<file path="config.mk">
export PLATFORM = sky130hd
export DESIGN_NAME = bba_ctrl
export DESIGN_NICKNAME = d
export VERILOG_FILES = /design/src/rtl/core/bba_pkg.sv /design/src/rtl/core/bba_ctrl.sv
export VERILOG_INCLUDE_DIRS = /design/src /design/src/rtl/core
export SDC_FILE = /design/constraint.sdc
export NUM_CORES = 1
export LEC_CHECK = 0
export ABC_AREA = 0
export BUFFER_PORTS_ARGS = -buffer_cell sky130_fd_sc_hd__buf_2
export CORE_AREA = 8 8 52 54
export DETAILED_ROUTE_END_ITERATION = 12
export DIE_AREA = 0 0 60 62
export SLEW_MARGIN = 5
export SYNTH_ARGS = -nofsm -noshare
export SYNTH_HDL_FRONTEND = slang
export SYNTH_SLANG_ARGS = --single-unit
</file>
<file path="constraint.sdc">
create_clock -name i_clk -period 1.4 [get_ports i_clk]
set_input_delay 0.07 -clock i_clk [delete_from_list [all_inputs] [get_ports i_clk]]
set_output_delay 0.07 -clock i_clk [all_outputs]
set_load 0.01 [all_outputs]
</file>
<file path="src/rtl/core/bitmap_block_allocator_unit_assert.svh">
// bitmap_block_allocator_unit_assert.svh: assertion macros for the block allocator
// expects i_clk and i_rst_n in the including module, no other dependencies
`ifndef BITMAP_BLOCK_ALLOCATOR_UNIT_ASSERT_SVH
`define BITMAP_BLOCK_ALLOCATOR_UNIT_ASSERT_SVH

// same-cycle implication, checked out of reset
`define BBA_ASSERT_IMP(lbl, ante, cons, msg) \
    lbl: assert property (@(posedge i_clk) disable iff (!i_rst_n) (ante) |-> (cons)) \
        else $error(msg);

// next-cycle implication, checked out of reset
`define BBA_ASSERT_NXT(lbl, ante, cons, msg) \
    lbl: assert property (@(posedge i_clk) disable iff (!i_rst_n) (ante) |=> (cons)) \
        else $error(msg);

`endif

</file>
<file path="src/rtl/core/bba_pkg.sv">
// bba_pkg.sv: shared types and constants of the bitmap block allocator
// no dependencies; imported by bba_ctrl, bba_dpath and the top level
package bba_pkg;

    // sizing
    localparam int MAX_BLOCKS  = 32768;
    localparam int BLOCK_BYTES = 4096;
    localparam int WORD_BITS   = 32;
    localparam int MAP_WORDS   = MAX_BLOCKS / WORD_BITS;
    localparam int MAP_AW      = $clog2(MAP_WORDS);
    localparam int IDX_W       = MAP_AW + 1;
    localparam int BIT_W       = $clog2(WORD_BITS);
    localparam int BLK_W       = $clog2(MAX_BLOCKS);
    localparam int BLOCK_SHIFT = $clog2(BLOCK_BYTES);
    localparam int ADDR_W      = 32;
    localparam int REQ_BLK_W   = ADDR_W - BLOCK_SHIFT;
    localparam int CNT_W       = 16;
    localparam logic [CNT_W-1:0] TOTAL_RESET = CNT_W'(MAX_BLOCKS);

    // command codes
    localparam logic [2:0] CMD_ALLOC   = 3'd0;
    localparam logic [2:0] CMD_FREE    = 3'd1;
    localparam logic [2:0] CMD_RELEASE = 3'd2;
    localparam logic [2:0] CMD_RESERVE = 3'd3;
    localparam logic [2:0] CMD_REINIT  = 3'd4;

    // result status codes
    localparam logic [1:0] ST_OK     = 2'd0;
    localparam logic [1:0] ST_NOFREE = 2'd1;
    localparam logic [1:0] ST_RANGE  = 2'd2;

    // input and result beats
    typedef struct packed {
        logic [2:0]        cmd;
        logic [ADDR_W-1:0] byte_address;
        logic [ADDR_W-1:0] region_bytes;
    } t_item;

    typedef struct packed {
        logic [1:0]        status;
        logic [ADDR_W-1:0] alloc_address;
        logic [CNT_W-1:0]  free_count;
    } t_result;

    // controller states
    typedef enum logic [3:0] {
        S_INIT,
        S_IDLE,
        S_ALLOC_RD,
        S_ALLOC_CHK,
        S_BLK_CHK,
        S_BLK_WR,
        S_ZERO_RD,
        S_ZERO_WR,
        S_REINIT,
        S_FINISH
    } t_state;

    // datapath operations
    typedef enum logic [3:0] {
        DP_NOP,
        DP_LOAD,
        DP_SWEEP,
        DP_SCAN_RD,
        DP_SCAN_CHK,
        DP_BLK_RD,
        DP_BLK_WR,
        DP_ZERO_RD,
        DP_ZERO_WR,
        DP_RANGE_ERR,
        DP_NOFREE,
        DP_FINISH
    } t_dp_op;

    typedef struct packed {
        t_dp_op op;
    } t_dp_cmd;

    typedef struct packed {
        logic [2:0] cmd;
        logic       blk_in_range;
        logic       left_zero;
        logic       scan_done;
        logic       word_full;
        logic       sweep_last;
    } t_dp_status;

endpackage

</file>
<file path="src/rtl/core/bba_ctrl.sv">
// bba_ctrl.sv: sequencer of the bitmap block allocator
// depends on bba_pkg and bitmap_block_allocator_unit_assert.svh
`include "bitmap_block_allocator_unit_assert.svh"

module bba_ctrl (
    input  logic                i_clk,
    input  logic                i_rst_n,
    input  logic                start,
    input  logic [2:0]          i_item_cmd,
    input  bba_pkg::t_dp_status i_status,
    output logic                busy,
    output bba_pkg::t_dp_cmd    o_cmd
);
    import bba_pkg::*;

    t_state r_state;
    t_state n_state;

    // state register
    always_ff @(posedge i_clk) begin
        if (!i_rst_n) begin
            r_state <= S_INIT;
        end else begin
            r_state <= n_state;
        end
    end

    // next state
    always_comb begin
        n_state = r_state;
        unique case (r_state)
            S_INIT: begin
                if (i_status.sweep_last) n_state = S_IDLE;
            end
            S_IDLE: begin
                if (start) begin
                    unique case (i_item_cmd)
                        CMD_ALLOC:   n_state = S_ALLOC_RD;
                        CMD_FREE:    n_state = S_BLK_CHK;
                        CMD_RELEASE: n_state = S_BLK_CHK;
                        CMD_RESERVE: n_state = S_BLK_CHK;
                        CMD_REINIT:  n_state = S_REINIT;
                        default:     n_state = S_FINISH;
                    endcase
                end
            end
            S_ALLOC_RD: begin
                n_state = i_status.scan_done ? S_FINISH : S_ALLOC_CHK;
            end
            S_ALLOC_CHK: begin
                n_state = i_status.word_full ? S_ALLOC_RD : S_FINISH;
            end
            S_BLK_CHK: begin
                if (i_status.left_zero || !i_status.blk_in_range) begin
                    n_state = (i_status.cmd == CMD_RELEASE) ? S_ZERO_RD : S_FINISH;
                end else begin
                    n_state = S_BLK_WR;
                end
            end
            S_BLK_WR:  n_state = S_BLK_CHK;
            S_ZERO_RD: n_state = S_ZERO_WR;
            S_ZERO_WR: n_state = S_FINISH;
            S_REINIT: begin
                if (i_status.sweep_last) n_state = S_FINISH;
            end
            S_FINISH:  n_state = S_IDLE;
            default:   n_state = S_INIT;
        endcase
    end

    // datapath command and busy
    always_comb begin
        busy     = 1'b1;
        o_cmd.op = DP_NOP;
        unique case (r_state)
            S_INIT:      o_cmd.op = DP_SWEEP;
            S_IDLE: begin
                busy = 1'b0;
                if (start) o_cmd.op = DP_LOAD;
            end
            S_ALLOC_RD:  o_cmd.op = i_status.scan_done ? DP_NOFREE : DP_SCAN_RD;
            S_ALLOC_CHK: o_cmd.op = DP_SCAN_CHK;
            S_BLK_CHK: begin
                if (i_status.left_zero) begin
                    o_cmd.op = DP_NOP;
                end else if (!i_status.blk_in_range) begin
                    o_cmd.op = DP_RANGE_ERR;
                end else begin
                    o_cmd.op = DP_BLK_RD;
                end
            end
            S_BLK_WR:    o_cmd.op = DP_BLK_WR;
            S_ZERO_RD:   o_cmd.op = DP_ZERO_RD;
            S_ZERO_WR:   o_cmd.op = DP_ZERO_WR;
            S_REINIT:    o_cmd.op = DP_SWEEP;
            S_FINISH:    o_cmd.op = DP_FINISH;
            default:     o_cmd.op = DP_NOP;
        endcase
    end

    // read-modify-write steps always follow their read
    `BBA_ASSERT_IMP(a_scan_after_rd, r_state == S_ALLOC_CHK, $past(r_state == S_ALLOC_RD), "scan check without read")
    `BBA_ASSERT_IMP(a_blk_after_rd, r_state == S_BLK_WR, $past(r_state == S_BLK_CHK), "block write without read")
    `BBA_ASSERT_IMP(a_zero_after_rd, r_state == S_ZERO_WR, $past(r_state == S_ZERO_RD), "block 0 write without read")

endmodule

</file>
# Yosys cells after proc, flatten, opt, wreduce, memory -nomap -nowiden

Cells that the tools add are included.

Register bits after elaboration: 4
Input bits: 14
Output and inout port bits: 5
Word-level logic and storage cells: 40

Equality and inequality tests: 17
Mux-type cells: 15
Reduce and logical (&&, ||, !) cells: 7

Operators by type and width:

| operator           | count |
|---|---|
| $mux 4             | 10 |
| $pmux 4 s10        | 1 |
| $pmux 4 s9         | 1 |
| $eq 4x3->1 const B | 4 |
| $pmux 4 s3         | 1 |
| $eq 3x2->1 const B | 3 |
| $eq 4x2->1 const B | 2 |
| $eq 4x4->1 const B | 2 |
| $ne 2x2->1 const B | 3 |
| $eq 4x1->1 const B | 1 |
| $logic_not 4->1    | 1 |
| $eq 3x1->1 const B | 1 |
| $eq 3x3->1 const B | 1 |
| $logic_not 3->1    | 1 |
| $reduce_and 3->1   | 1 |
| $reduce_or 3->1    | 1 |
| $mux 1             | 2 |
| $reduce_or 2->1    | 1 |
| $logic_not 1->1    | 1 |
| $logic_or 1x1->1   | 1 |

# Longest topological paths before layout

Depth after elaboration: 5
Mapped depth: 6
Mapped depth without buffers: 4

# Least setup slack after synthesis

Ideal clock, no wire load.

Kind: reg2out
Start point: register r_state[0]
End point: output o_cmd[2] in the netlist's numbering
Arrival time: 1332 ps
Data required time: 1330 ps
Setup slack: -2 ps
Cell stages (with the launch flop): 5
Buffers on the path: 2
Cells stage by stage: dfxtp_1 -> buf_4 -> clkbuf_1 -> nor2_1 -> a2111oi_0

RTL lines:

| element                | RTL line       | text |
|---|---|---|
| from (decl)            | bba_ctrl.sv:16 | `t_state r_state;` |
| from (signal assigned) | bba_ctrl.sv:24 | `r_state <= n_state;` |
| to (decl)              | bba_ctrl.sv:12 | `output bba_pkg::t_dp_cmd o_cmd` |

==> flow_summary.yaml <==
sta:
  slew_violations: 0
  min_period_over_period: 1.13
  fmax_mhz: 631
  max_slew_margin: 0.723
  worst_slack_ns: -0.186
  setup_viol: 7
  min_period_ns: 1.59
  holdWs_ns: 0.0881
  grt_setup_unrepaired: "true"
  fin_skew_ns: 0.00373
  worstMarginPinSlew_ns: 0.410
  finalHoldViolCount: 0
place:
  hpwl_um: 1300
  dp.cells: 122
  place.gp.congestion: 0.859
  io_buffers: 18
pwr:
  p_switching_mw: 0.177
  total_leakage_power_nw: 0.352
  powerDensity_mw_per_mm2: 600
  p_int_mw: 0.327
  clockPowerShare: 0.311
  ir_drop_mv: 0.351
  switching_share: 0.351
  seqPwrFrac: 0.253
  comb_power_share: 0.436
logic_synthesis:
  synthMuxAreaShare: 0.0218
  synth_adder_area_share: 0
  synth_area_leader_cell: "dfxtp_1"
  synthFlopType: "dfxtp_1"
  synth_top_family_by_area: "compound AO/OA/AOI/OAI gates"
  syn_avg_cell_area_um2: 6.85
  synth_edf_count: 0
  yosysTopAreaCellShare: 0.174
  ys_ff_latch: 4
  synth_compound_area_frac: 0.387
  syn-instance-count: 67
  synth-xor-area-share: 0
  synth.area.top_cells: "dfxtp_1, a21oi_1, nand2b_1"
  synth_common_cells: "a21oi_1, nor2_1, nand2b_1"
  yosys.area_share.simple: 0.346
  seq_area_frac_synth: 0.174
  async_reset_ff_frac: 0
  synth_most_common_cell: "a21oi_1"
  synth_warnings: 0
  synth.cell_area_um2: 459
  syn_nets: 81
  yosysUniqueCellTypes: 32
cells_and_area:
  largest_register_ffs: 4
  fillers: 208
  reg_top3: "r_state (4)"
  num-nets-final: 120
  top_register: "r_state"
  area_growth_pct: 82.8
  layout.cells.non_filler: 131
  antennaDiodeCount: 0
  drive_above_1_share: 0.538
critical_path:
  path_class: "flop to output pin"
  critPathCaptureType: "output pin"
  critPathMaxFanout: 6
  startpoint: "r_state[0]"
  critical_path_arrival_ns: 1.52
  worst_r2r_path_depth: 6
  rr_startpoint: "r_state[0]"
  r2r_end: "r_state[1]"
  crit_required_ns: 1.33
  r2r_slack_ns: -0.11
  startpoint_type: "flop"
  crit_path_end: "o_cmd[3]"
routing:
  drt-initial-drc-count: 16
  vias_per_cell: 5.02
  drc: 0
  drt_first_pass_iters: 4
  vias: 658
  wirelength_um: 1850
  ant_nets: 0
  routedWlPerCell_um: 14.1
global_routing:
  track_usage: 0.0973
  antenna_found_initial: 0
  grt_overflow: 0
  first_global_vias: 684
  grt_pass1_wl_um: 2800
  grt_max_degree: 10
clocking:
  cts_buffers: 3
  clock_latency_ns: 0.25
  cts.clk_slew.worst_paths_ns: 0.04
  clockBufferDepth: 2
  htreeDepth: 1
  cts_sinks: 4
  clockRootBuffer: "clkbuf_4"
  ctsHoldBuffers: 0
  tritoncts: "built"
run_status:
  outcome: "complete, but fails checks"
  violations: "negative setup slack"
flow_run:
  cap_violations: 0
worst_hold_path:
  min_path_type: "primary input to flop"
floorplan:
  fp.dieW_um: 60
  placementRows: 16
  chipHeight_um: 62
  core_area_mm2: 0.00190
  io_pins: 19
  die_area_mm2: 0.00372
  start_util: 0.241
how the worst min path moves through the flow:
stage          slack, ns  cells past startpoint    start         end
2_1_floorplan       0.20                      2  i_rst_n  r_state[0]
3_5_place_dp        0.35                      3  i_rst_n  r_state[0]
4_1_cts             0.08                      3  i_rst_n  r_state[0]
5_1_grt             0.09                      3  i_rst_n  r_state[0]
3_3_place_gp        0.34                      3  i_rst_n  r_state[0]
6_report            0.09                      3  i_rst_n  r_state[0]
power by group through the flow:
stage	sequential [mW]	clock [mW]	combinational, mW
CTS	0.126	0.157	0.198
floorplan	0.125	0	0.104
finish	0.127	0.157	0.220
global placement	0.131	0	0.178
global route	0.128	0.169	0.241
detailed placement	0.132	0	0.180
cells in the final DEF (no fill, tap or decap), types with 2 or more instances in the layout:
master    synthesis  layout
a21oi_1          10       9
buf_2             2      19
buf_4             1      17
buf_6             0       2
clkbuf_4          0       3
dfxtp_4           0       3
inv_1             2       2
nand2_1           4       4
nand2b_1          5       4
nand3_1           2       2
nor2_1            7       6
o211ai_1          2       2
o21bai_1          2       2
worst max-delay path, cell delays in order, from the launching register on:
cell and delay (ns):
dfxtp_4 0.36, or4_1 0.51, a21oi_1 0.13, o21bai_1 0.12
buf_2 0.15
cell families after synthesis:
kind of cell	after synthesis
flip-flops	4
AO/OA/AOI/OAI	26
AND/OR/NAND/NOR	29
multiplexers	1
buffers and inverters	7
per-stage QoR:
step | setup TNS (ns) | area, um^2 | util | setup WS [ns] | power [mW]
after floorplan | 0 | 460 | - | 0.0899 | 0.229
after global placement | 0 | 672 | 0.353 | 0.0164 | 0.310
after detailed placement | -0.0214 | 672 | 0.353 | -0.0214 | 0.312
after CTS | -0.520 | 771 | 0.405 | -0.178 | 0.481
after global routing | -1.09 | 840 | 0.441 | -0.224 | 0.538
final | -0.600 | 840 | 0.441 | -0.186 | 0.504
final cells by class:
type                            count  area, um^2  share of cell area
Inverter                            2        7.51             0.00894
Clock buffer                        3        22.5              0.0268
Timing Repair Buffer               39         260               0.310
Sequential cell                     4        91.3               0.109
Tap cell                           27        33.8              0.0402
Multi-Input combinational cell     56         424               0.505
repair_timing:
action / 4_1_cts / 5_1_grt
pin swaps: 3 / 2
gates cloned: 0 / 0
buffers inserted: 4 / 2
endpoints found under the setup margin: 5 / 8
gates resized for setup: 16 / 10
routing by layer:
| metal | vias to the layer above | GRT usage | routed length [um] |
|---|---|---|---|
| li1 | 328 | - | - |
| met1 | 303 | 0.112 | 806 |
| met2 | 23 | 0.162 | 891 |
| met3 | 4 | 0.0350 | 125 |
| met4 | 0 | 0.0374 | 27 |
| met5 | - | 0 | 0 |
Note: power is estimated with default switching activity, not from simulation.
